`config.mk`:
```
export PLATFORM = sky130hd
export DESIGN_NAME = rgb_ycbcr_bt709_convert_unit_flat
export DESIGN_NICKNAME = d
export VERILOG_FILES = /design/src/rycc_pkg.sv /design/src/rycc_channels.sv /design/src/rycc_row_lane.sv /design/src/rgb_ycbcr_bt709_convert_unit.sv /design/src/flat_wrapper.sv
export SDC_FILE = /design/constraint.sdc
export NUM_CORES = 2
export LEC_CHECK = 0
export BUFFER_PORTS_ARGS = -buffer_cell sky130_fd_sc_hd__buf_2
export CAP_MARGIN = 25
export CORE_MARGIN = 10
export CORE_UTILIZATION = 60
export CTS_CLUSTER_SIZE = 20
export DETAILED_ROUTE_END_ITERATION = 16
export PLACE_DENSITY = 0.8
export SYNTH_ARGS = -nofsm -noshare
export SYNTH_HDL_FRONTEND = slang
export SYNTH_SLANG_ARGS = --single-unit
export TNS_END_PERCENT = 20
```
`constraint.sdc`:
```
create_clock -name clock -period 8.5 [get_ports clock]
set_clock_uncertainty 0.05 [all_clocks]
set_input_delay 0.85 -clock clock [delete_from_list [all_inputs] [get_ports clock]]
set_output_delay 0.85 -clock clock [all_outputs]
set_load 0.05 [all_outputs]
```
`src/rycc_pkg.sv`:
```
// Shared types, fixed-point weights and clip settings for the BT.709 converter.
// Depends on nothing; rycc_row_lane and the top level import it.
package rycc_pkg;

   localparam int COEF_FRAC_BITS = 20;

   // Operand: a component (0..65535) or a centred chroma (-65535..65535).
   localparam int OP_W   = 17;
   // A weight magnitude stays below 2^(F+2); the luma pass-through weight is 2^(F+1).
   localparam int COEF_W = COEF_FRAC_BITS + 3;
   localparam int PROD_W = OP_W + COEF_W;
   localparam int SUM_W  = PROD_W + 2;
   localparam int COMP_W = 16;

   typedef logic signed [OP_W-1:0]   op_type;
   typedef logic signed [COEF_W-1:0] coef_type;
   typedef logic signed [PROD_W-1:0] prod_type;
   typedef logic signed [SUM_W-1:0]  sum_type;
   typedef logic [COMP_W-1:0]        comp_type;

   typedef enum logic {
      DIR_TO_YCBCR = 1'b0,
      DIR_TO_RGB   = 1'b1
   } dir_type;

   typedef logic [0:0] csr_index_type;
   typedef logic [0:0] csr_data_type;
   localparam csr_index_type CSR_DIRECTION = 1'b0;
   localparam csr_index_type CSR_WIDE      = 1'b1;

   localparam int COMP_MAX_NARROW = 255;
   localparam int COMP_MAX_WIDE   = 65535;

   // Rounded weights, round-half-up of num * 2^F / den.
   localparam longint ONE_L  = longint'(1) << COEF_FRAC_BITS;
   localparam longint HALF_L = ONE_L >> 1;
   localparam longint TWO_L  = ONE_L << 1;
   localparam longint W_R    = ((longint'(2126) << COEF_FRAC_BITS) + 5000) / 10000;
   localparam longint W_B    = ((longint'(722) << COEF_FRAC_BITS) + 5000) / 10000;
   localparam longint W_G    = ONE_L - W_R - W_B;
   localparam longint W_UR   = ((longint'(2126) << COEF_FRAC_BITS) + 9278) / 18556;
   localparam longint W_VB   = ((longint'(722) << COEF_FRAC_BITS) + 7874) / 15748;
   localparam longint W_IR   = ((longint'(15748) << COEF_FRAC_BITS) + 5000) / 10000;
   localparam longint W_IB   = ((longint'(18556) << COEF_FRAC_BITS) + 5000) / 10000;
   localparam longint W_IGCR =
      ((longint'(33480248) << COEF_FRAC_BITS) + 35760000) / 71520000;
   localparam longint W_IGCB =
      ((longint'(13397432) << COEF_FRAC_BITS) + 35760000) / 71520000;

   // Rows are outputs, columns are operands (comp0, comp1, comp2).
   localparam coef_type FWD_COEF [3][3] = '{
      '{coef_type'(W_R), coef_type'(W_G), coef_type'(W_B)},
      '{coef_type'(-W_UR), coef_type'(W_UR - HALF_L), coef_type'(HALF_L)},
      '{coef_type'(HALF_L), coef_type'(W_VB - HALF_L), coef_type'(-W_VB)}
   };

   // Operands here are luma, centred Cb and centred Cr; only the chroma carry one fractional bit.
   localparam coef_type INV_COEF [3][3] = '{
      '{coef_type'(TWO_L), coef_type'(0), coef_type'(W_IR)},
      '{coef_type'(TWO_L), coef_type'(-W_IGCB), coef_type'(-W_IGCR)},
      '{coef_type'(TWO_L), coef_type'(W_IB), coef_type'(0)}
   };

   typedef struct packed {
      sum_type lo;
      sum_type hi;
      sum_type off;
      logic    extra_shift;
   } clip_type;

   typedef struct packed {
      logic ld_b;
      logic ld_c;
      logic ld_d;
   } lane_en_type;

   function automatic clip_type clip_sel(input dir_type dir, input logic wide,
                                         input logic luma);
      clip_type c;
      sum_type  m;
      m = wide ? sum_type'(COMP_MAX_WIDE) : sum_type'(COMP_MAX_NARROW);
      c.lo = '0;
      c.off = '0;
      c.extra_shift = 1'b0;
      c.hi = m <<< COEF_FRAC_BITS;
      if (dir == DIR_TO_RGB) begin
         c.hi = m <<< (COEF_FRAC_BITS + 1);
         c.extra_shift = 1'b1;
      end else if (!luma) begin
         // Chroma is clipped symmetrically and then moved up by half scale.
         c.hi = m <<< (COEF_FRAC_BITS - 1);
         c.lo = -c.hi;
         c.off = c.hi;
      end
      return c;
   endfunction

endpackage

```
`src/rycc_channels.sv`:
```
// Valid/ready channel interfaces for pixel items in and converted items out.
// Standalone; the field widths match the package's 16-bit component type.
interface rycc_req_if;
   logic        valid;
   logic        ready;
   logic [15:0] comp0;
   logic [15:0] comp1;
   logic [15:0] comp2;
   logic [15:0] alpha_in;

   modport source(output valid, output comp0, output comp1, output comp2,
                  output alpha_in, input ready);
   modport sink(input valid, input comp0, input comp1, input comp2,
                input alpha_in, output ready);
endinterface

interface rycc_rsp_if;
   logic        valid;
   logic        ready;
   logic [15:0] out0;
   logic [15:0] out1;
   logic [15:0] out2;
   logic [15:0] alpha_out;

   modport source(output valid, output out0, output out1, output out2,
                  output alpha_out, input ready);
   modport sink(input valid, input out0, input out1, input out2,
                input alpha_out, output ready);
endinterface

```
`src/rycc_row_lane.sv`:
```
// One output row of the converter: three products, their sum, then clip and scale.
// Uses rycc_pkg; load enables come from the pipeline control in the top level.
module rycc_row_lane (
   input  logic                  clock,
   input  rycc_pkg::lane_en_type en,
   input  rycc_pkg::op_type      x [3],
   input  rycc_pkg::coef_type    coef [3],
   input  rycc_pkg::clip_type    clip,
   output rycc_pkg::comp_type    result
);
   import rycc_pkg::*;

   prod_type prod_in [3];
   prod_type prod_ff [3];
   clip_type clip_b_ff;
   sum_type  sum_in;
   sum_type  sum_ff;
   clip_type clip_c_ff;
   sum_type  clipped;
   sum_type  shifted_src;
   comp_type result_in;
   comp_type result_ff;

   always_comb begin
      for (int j = 0; j < 3; j++) begin
         prod_in[j] = prod_type'(x[j]) * prod_type'(coef[j]);
      end
   end

   assign sum_in = sum_type'(prod_ff[0]) + sum_type'(prod_ff[1]) + sum_type'(prod_ff[2]);

   always_comb begin
      if (sum_ff < clip_c_ff.lo) begin
         clipped = clip_c_ff.lo;
      end else if (sum_ff > clip_c_ff.hi) begin
         clipped = clip_c_ff.hi;
      end else begin
         clipped = sum_ff;
      end
      shifted_src = clipped + clip_c_ff.off;
      // The value is non-negative here, so a part-select is the truncating shift.
      if (clip_c_ff.extra_shift) begin
         result_in = shifted_src[COEF_FRAC_BITS+COMP_W:COEF_FRAC_BITS+1];
      end else begin
         result_in = shifted_src[COEF_FRAC_BITS+COMP_W-1:COEF_FRAC_BITS];
      end
   end

   always_ff @(posedge clock) begin
      if (en.ld_b) begin
         prod_ff <= prod_in;
         clip_b_ff <= clip;
      end
      if (en.ld_c) begin
         sum_ff <= sum_in;
         clip_c_ff <= clip_b_ff;
      end
      if (en.ld_d) begin
         result_ff <= result_in;
      end
   end

   assign result = result_ff;

endmodule

```
`src/rgb_ycbcr_bt709_convert_unit.sv`:
```
// Top level of the BT.709 full-range RGB/YCbCr converter: control and three row lanes.
// Depends on rycc_pkg, rycc_channels.sv and rycc_row_lane.
//
//   channel   direction   carries
//   req_px    in          comp0, comp1, comp2, alpha_in   (valid/ready)
//   rsp_px    out         out0, out1, out2, alpha_out     (valid/ready)
//   csr_*     in          write enable, register index, write data
//
// One item per cycle while the output is not stalled; each item passes four register stages
// (operand capture, multiply, three-term sum, clip and scale) and is offered at the output
// from the clip and scale register.
// The multiply stage, one multiplier per weight, sets the cycle time.
// Reset clears the stage valid bits and both configuration registers.
// An output stall holds the full stages behind it up to the first empty one, in the same
// cycle; an empty stage still takes an item, so the input stalls only with all four full.
module rgb_ycbcr_bt709_convert_unit (
   input  logic                    clock,
   input  logic                    reset,
   rycc_req_if.sink                req_px,
   rycc_rsp_if.source              rsp_px,
   input  logic                    csr_wr_en,
   input  rycc_pkg::csr_index_type csr_index,
   input  rycc_pkg::csr_data_type  csr_wdata
);
   import rycc_pkg::*;

   dir_type     dir_ff;
   logic        wide_ff;

   logic        vld_a_ff, vld_b_ff, vld_c_ff, vld_d_ff;
   logic        ready_a, ready_b, ready_c, ready_d;
   lane_en_type lane_en;

   op_type      x_in [3];
   op_type      x_a_ff [3];
   dir_type     dir_a_ff;
   logic        wide_a_ff, wide_b_ff, wide_c_ff, wide_d_ff;
   comp_type    alpha_a_ff, alpha_b_ff, alpha_c_ff, alpha_d_ff;
   comp_type    res [3];

   // Configuration registers.
   always_ff @(posedge clock) begin
      if (reset) begin
         dir_ff <= DIR_TO_YCBCR;
         wide_ff <= 1'b0;
      end else if (csr_wr_en) begin
         unique case (csr_index)
            CSR_DIRECTION: dir_ff <= dir_type'(csr_wdata);
            CSR_WIDE:      wide_ff <= csr_wdata;
            default:       ;
         endcase
      end
   end

   // A stage takes a new item when it is empty or its item moves on.
   assign ready_d = !vld_d_ff || rsp_px.ready;
   assign ready_c = !vld_c_ff || ready_d;
   assign ready_b = !vld_b_ff || ready_c;
   assign ready_a = !vld_a_ff || ready_b;
   assign req_px.ready = ready_a;

   assign lane_en.ld_b = ready_b;
   assign lane_en.ld_c = ready_c;
   assign lane_en.ld_d = ready_d;

   always_ff @(posedge clock) begin
      if (reset) begin
         vld_a_ff <= 1'b0;
         vld_b_ff <= 1'b0;
         vld_c_ff <= 1'b0;
         vld_d_ff <= 1'b0;
      end else begin
         if (ready_a) vld_a_ff <= req_px.valid;
         if (ready_b) vld_b_ff <= vld_a_ff;
         if (ready_c) vld_c_ff <= vld_b_ff;
         if (ready_d) vld_d_ff <= vld_c_ff;
      end
   end

   // Operand capture: mask to the component width, and centre chroma for the inverse.
   always_comb begin
      comp_type c0, c1, c2;
      op_type   m;
      c0 = wide_ff ? req_px.comp0 : {8'h00, req_px.comp0[7:0]};
      c1 = wide_ff ? req_px.comp1 : {8'h00, req_px.comp1[7:0]};
      c2 = wide_ff ? req_px.comp2 : {8'h00, req_px.comp2[7:0]};
      m = wide_ff ? op_type'(COMP_MAX_WIDE) : op_type'(COMP_MAX_NARROW);
      x_in[0] = op_type'({1'b0, c0});
      if (dir_ff == DIR_TO_RGB) begin
         // 2*C can exceed the signed range, but the difference always fits.
         x_in[1] = op_type'({c1, 1'b0}) - m;
         x_in[2] = op_type'({c2, 1'b0}) - m;
      end else begin
         x_in[1] = op_type'({1'b0, c1});
         x_in[2] = op_type'({1'b0, c2});
      end
   end

   always_ff @(posedge clock) begin
      if (ready_a) begin
         x_a_ff <= x_in;
         dir_a_ff <= dir_ff;
         wide_a_ff <= wide_ff;
         alpha_a_ff <= req_px.alpha_in;
      end
      if (ready_b) begin
         wide_b_ff <= wide_a_ff;
         alpha_b_ff <= alpha_a_ff;
      end
      if (ready_c) begin
         wide_c_ff <= wide_b_ff;
         alpha_c_ff <= alpha_b_ff;
      end
      if (ready_d) begin
         wide_d_ff <= wide_c_ff;
         alpha_d_ff <= alpha_c_ff;
      end
   end

   for (genvar r = 0; r < 3; r++) begin : g_row
      coef_type row_coef [3];
      clip_type row_clip;

      always_comb begin
         for (int j = 0; j < 3; j++) begin
            row_coef[j] = (dir_a_ff == DIR_TO_RGB) ? INV_COEF[r][j] : FWD_COEF[r][j];
         end
         row_clip = clip_sel(dir_a_ff, wide_a_ff, (r == 0));
      end

      rycc_row_lane u_lane (
         .clock  (clock),
         .en     (lane_en),
         .x      (x_a_ff),
         .coef   (row_coef),
         .clip   (row_clip),
         .result (res[r])
      );
   end

   assign rsp_px.valid = vld_d_ff;
   assign rsp_px.out0 = res[0];
   assign rsp_px.out1 = res[1];
   assign rsp_px.out2 = res[2];
   assign rsp_px.alpha_out = alpha_d_ff;

   a_accept_fills_a: assert property (@(posedge clock) disable iff (reset)
      (req_px.valid && req_px.ready) |=> vld_a_ff)
      else $error("accepted item did not reach the capture stage");

   a_no_loss_c_to_d: assert property (@(posedge clock) disable iff (reset)
      (vld_c_ff && ready_c) |=> vld_d_ff)
      else $error("item lost between sum and output stages");

   a_alpha_follows: assert property (@(posedge clock) disable iff (reset)
      (vld_c_ff && ready_c) |=> (rsp_px.alpha_out == $past(alpha_c_ff)))
      else $error("alpha did not follow its item to the output");

   a_narrow_range: assert property (@(posedge clock) disable iff (reset)
      (vld_d_ff && !wide_d_ff) |->
         (rsp_px.out0[15:8] == 8'h00 && rsp_px.out1[15:8] == 8'h00 &&
          rsp_px.out2[15:8] == 8'h00))
      else $error("8-bit result out of range");

endmodule
```
`src/flat_wrapper.sv`:
```
// flat-port wrapper written by rule: the top's interface ports become plain ports
module rgb_ycbcr_bt709_convert_unit_flat import rycc_pkg::*;
  (clock, reset, csr_wr_en, csr_index, csr_wdata, req_px_valid, req_px_comp0, req_px_comp1, req_px_comp2, req_px_alpha_in, req_px_ready, rsp_px_valid, rsp_px_out0, rsp_px_out1, rsp_px_out2, rsp_px_alpha_out, rsp_px_ready);
  rycc_req_if req_px_i ();
  rycc_rsp_if rsp_px_i ();
  input  logic clock;
  input  logic reset;
  input  logic csr_wr_en;
  input  rycc_pkg::csr_index_type csr_index;
  input  rycc_pkg::csr_data_type csr_wdata;
  input wire logic [$bits(req_px_i.valid)-1:0] req_px_valid;
  input wire logic [$bits(req_px_i.comp0)-1:0] req_px_comp0;
  input wire logic [$bits(req_px_i.comp1)-1:0] req_px_comp1;
  input wire logic [$bits(req_px_i.comp2)-1:0] req_px_comp2;
  input wire logic [$bits(req_px_i.alpha_in)-1:0] req_px_alpha_in;
  output wire logic [$bits(req_px_i.ready)-1:0] req_px_ready;
  output wire logic [$bits(rsp_px_i.valid)-1:0] rsp_px_valid;
  output wire logic [$bits(rsp_px_i.out0)-1:0] rsp_px_out0;
  output wire logic [$bits(rsp_px_i.out1)-1:0] rsp_px_out1;
  output wire logic [$bits(rsp_px_i.out2)-1:0] rsp_px_out2;
  output wire logic [$bits(rsp_px_i.alpha_out)-1:0] rsp_px_alpha_out;
  input wire logic [$bits(rsp_px_i.ready)-1:0] rsp_px_ready;
  assign req_px_i.valid = req_px_valid;
  assign req_px_i.comp0 = req_px_comp0;
  assign req_px_i.comp1 = req_px_comp1;
  assign req_px_i.comp2 = req_px_comp2;
  assign req_px_i.alpha_in = req_px_alpha_in;
  assign req_px_ready = req_px_i.ready;
  assign rsp_px_valid = rsp_px_i.valid;
  assign rsp_px_out0 = rsp_px_i.out0;
  assign rsp_px_out1 = rsp_px_i.out1;
  assign rsp_px_out2 = rsp_px_i.out2;
  assign rsp_px_alpha_out = rsp_px_i.alpha_out;
  assign rsp_px_i.ready = rsp_px_ready;
  rgb_ycbcr_bt709_convert_unit u_core (.clock(clock), .reset(reset), .req_px(req_px_i), .rsp_px(rsp_px_i), .csr_wr_en(csr_wr_en), .csr_index(csr_index), .csr_wdata(csr_wdata));
endmodule
```
==> impl_results.md <==
* Status: complete, but fails checks
* Violated checks: antenna rules
* Slowest cell on crit path: fa_1
* Gate Count Post-Synth at 8,327
* F_max at 123 MHz
* Fillers at 11,700
* Pins over their slew limit at 0
* Die Ht at 408 um
* Multi-input gate area at 63,400 um^2
* Initial Util at 60.3%
* Post-synthesis cell type count at 87
* Crit end category: flop
* Wire per inst at 25.2 um
* TritonCTS buffer count at 74
* Count of cells resized by post-cts repair at 0
* Initial antenna violation count at 35
* CTS tree: yes
* Setup WS pre-CTS at 0.410 ns
* PnR worst setup slack at 0.356 ns
* IO Port Bufs at 136
* Least-Margin Pin Slew at 1.05 ns
* Min cycle time layout at 8.14 ns
* Seq/Total Area, Yosys at 20.9%
* Reg2reg setup slack at 0.36 ns
* Finished Layout Cells at 10,700
* Asr flop ratio synth at 0%
* CTS Hold Bufs at 0
* Vias in the first global route at 65,400
* Placer Congestion at 1.06
* Drt pass-1 iters at 6
* Reg area at 18,800 um^2
* Synth top area share at 32.9%
* Residual DRC count at 0
* Largest net degree at the start of global routing at 132
* Post-DP HPWL at 237 mm
* Vias/cell at 5.78
* Post-route ant nets at 1
* Via count at 62,100
* Die area at 166,000 um^2
* CP peak stage delay at 0.59 ns
* Biggest area consumer among synthesized cells: fa_1
* H-tree levels at 3
* Share of layout cells above drive strength 1 at 5.53%
* Core area at 150,000 um^2
* Total negative slack at 0 ns
* Worst skew pair latency at 0.68 ns
* Area growth syn-to-layout at 7.56%
* EDFF count, synth at 623
* Syn Std Cell Area at 90,200 um^2
* Die W at 408 um
* Element type at the critical path start: flop
* Final hold vios at 0
* Yosys reg bits at 629
* Top FF cell, synth: edfxtp_1
* Placement row count at 142
* Synthesis warning total at 0
* Largest cells by area after synthesis: fa_1 (33%), edfxtp_1 (21%), ha_1 (18%)
* Slew Limit Headroom at 29.9%
* Nets at 11,500
* Data required time at the worst endpoint at 8.85 ns
* Syn_area_per_cell at 10.8 um^2
* RSZ-0062 raised after global routing: no
* Max cap viols at 0
* Critical Path Fanout Max at 21
* Clk sink count at 629
* Post-CTS Setup Bufs at 0
* Clk buf depth at 3
* Placed Instances at 10,600
* Clk root buf: clkbuf_16
* Arr. time, crit path at 8.49 ns
* Gr ovfl total at 0
* First-pass GRT wire length at 406 mm
* Initial DRC Count at 5,577
* Critical path class: reg -> reg
* Period utilization at 95.8%
* Gr usage total at 32.8%
* Final setup violation count at 0
* Total wire length after detailed routing at 270 mm
* I/O pin total at 137
* Classification of the worst-slack hold path: in -> reg
* CTS clock-pin slew for the worst setup and hold paths at 0.07 ns
-- synth_stat cells, drive strengths merged, types with 11 or more instances --
cell type and count:
xor2 105, or2 32, a21oi 394, a31oi 29, a21o 169, edfxtp 623, o21a 93, nand4 32
o22ai 12, nand2 278, nor4 20, nor3 60, a211o 11, nand2b 70, o31ai 22, nor2b 60
and2 58, ha 1320, a31o 12, nand3 70, and3 38, or3 18, o211ai 15, mux2 24
nor2 285, a21boi 18, a2111oi 13, o21ai 199, fa 1481, o21bai 61, clkbuf 50, mux2i 32
a211oi 30, xnor2 311, inv 2123
-- worst max-delay path, delay by kind of cell (launching register included) --
family	cells	cell delay, ns
adders and majority gates	7	3.35
and+or+nand+nor	2	0.24
DFF	1	0.47
buffers and inverters	9	1.48
AOI/OAI and AO/OA	10	2.10
xor gates and xnor gates	1	0.16
-- per-stage QoR --
stage | util (%) | cell area, um^2 | hold WS [ns]
CTS | 64.9 | 97000 | 0.263
floorplan | - | 90400 | 0.350
global placement | 63.1 | 94500 | 0.350
detailed placement | 63.2 | 94500 | 0.355
global route | 64.9 | 97000 | 0.281
finish | 64.9 | 97100 | 0.299
-- worst paths after layout --
check                                                startpoint                                            to  depth (start not counted)
worst max-delay path                  u_core.dir_a_ff$_DFFE_PP_  u_core.g_row[1].u_lane.prod_ff[78]$_DFFE_PP_                         29
worst min-delay path                            req_px_comp0[1]                   u_core.x_a_ff[35]$_DFFE_PP_                          1
worst max register to register        u_core.dir_a_ff$_DFFE_PP_  u_core.g_row[1].u_lane.prod_ff[78]$_DFFE_PP_                         29
worst min register to register  u_core.alpha_a_ff[13]$_DFFE_PP_               u_core.alpha_b_ff[13]$_DFFE_PP_                          0
-- cell families after synthesis --
logic type | after synthesis | synth area share [%]
AO/OA/AOI/OAI | 1175 | 8.39
other | 2 | 0.00832
XOR/XNOR | 416 | 4.04
flip-flops | 629 | 20.9
multiplexers | 58 | 0.704
AND/OR/NAND/NOR | 1066 | 5.77
buffers and inverters | 2180 | 9.07
adder cells (fa/ha/maj) | 2801 | 51.2
-- final cells by class --
class / count / area share [%]
Antenna cell: 9 / 0.0232
Clock buffer: 88 / 1.99
Clock inverter: 46 / 0.615
Inverter: 2123 / 8.22
Multi-Input combinational cell: 5559 / 65.3
Sequential cell: 629 / 19.4
Tap cell: 2016 / 2.60
Timing Repair Buffer: 274 / 1.83
-- placed cells by master, fill, tap and decap left out, types with 38 or more instances in the layout --
master     count
a21oi_1      391
o21bai_1      61
inv_1       2120
nor2_1       284
xnor2_1      311
edfxtp_1     623
ha_1        1320
nor3_1        58
nand2b_1      70
o21a_1        93
clkbuf_16     75
buf_4        134
nor2b_1       60
and3_1        38
buf_2        136
o21ai_0      192
conb_1        43
nand2_1      276
nand3_1       70
fa_1        1481
a21o_1       169
xor2_1       105
and2_1        58
-- flip-flops by register name, indices dropped and copies added (netlist names), 7 cells and up --
signal / flops
u_core.alpha_b_ff: 16
u_core.alpha_a_ff: 16
u_core.rsp_px.alpha_out: 16
u_core.g_row.u_lane.sum_ff: 124
u_core.g_row.u_lane.clip_c_ff: 7
u_core.alpha_c_ff: 16
u_core.g_row.u_lane.prod_ff: 321
u_core.x_a_ff: 50
u_core.g_row.u_lane.clip_b_ff: 7
u_core.g_row.u_lane.result: 48
-- layer usage --
layer	vias to the layer above	track usage, %	routed length (um)
met5	-	0	55
met4	8	13.0	13500
li1	27500	-	-
met3	467	6.45	23900
met2	2694	51.1	121000
met1	31400	45.2	112000
Power is left out: the tool's default activity adds up to more than one toggle a clock period on the data nets, which glitch-free logic cannot reach.
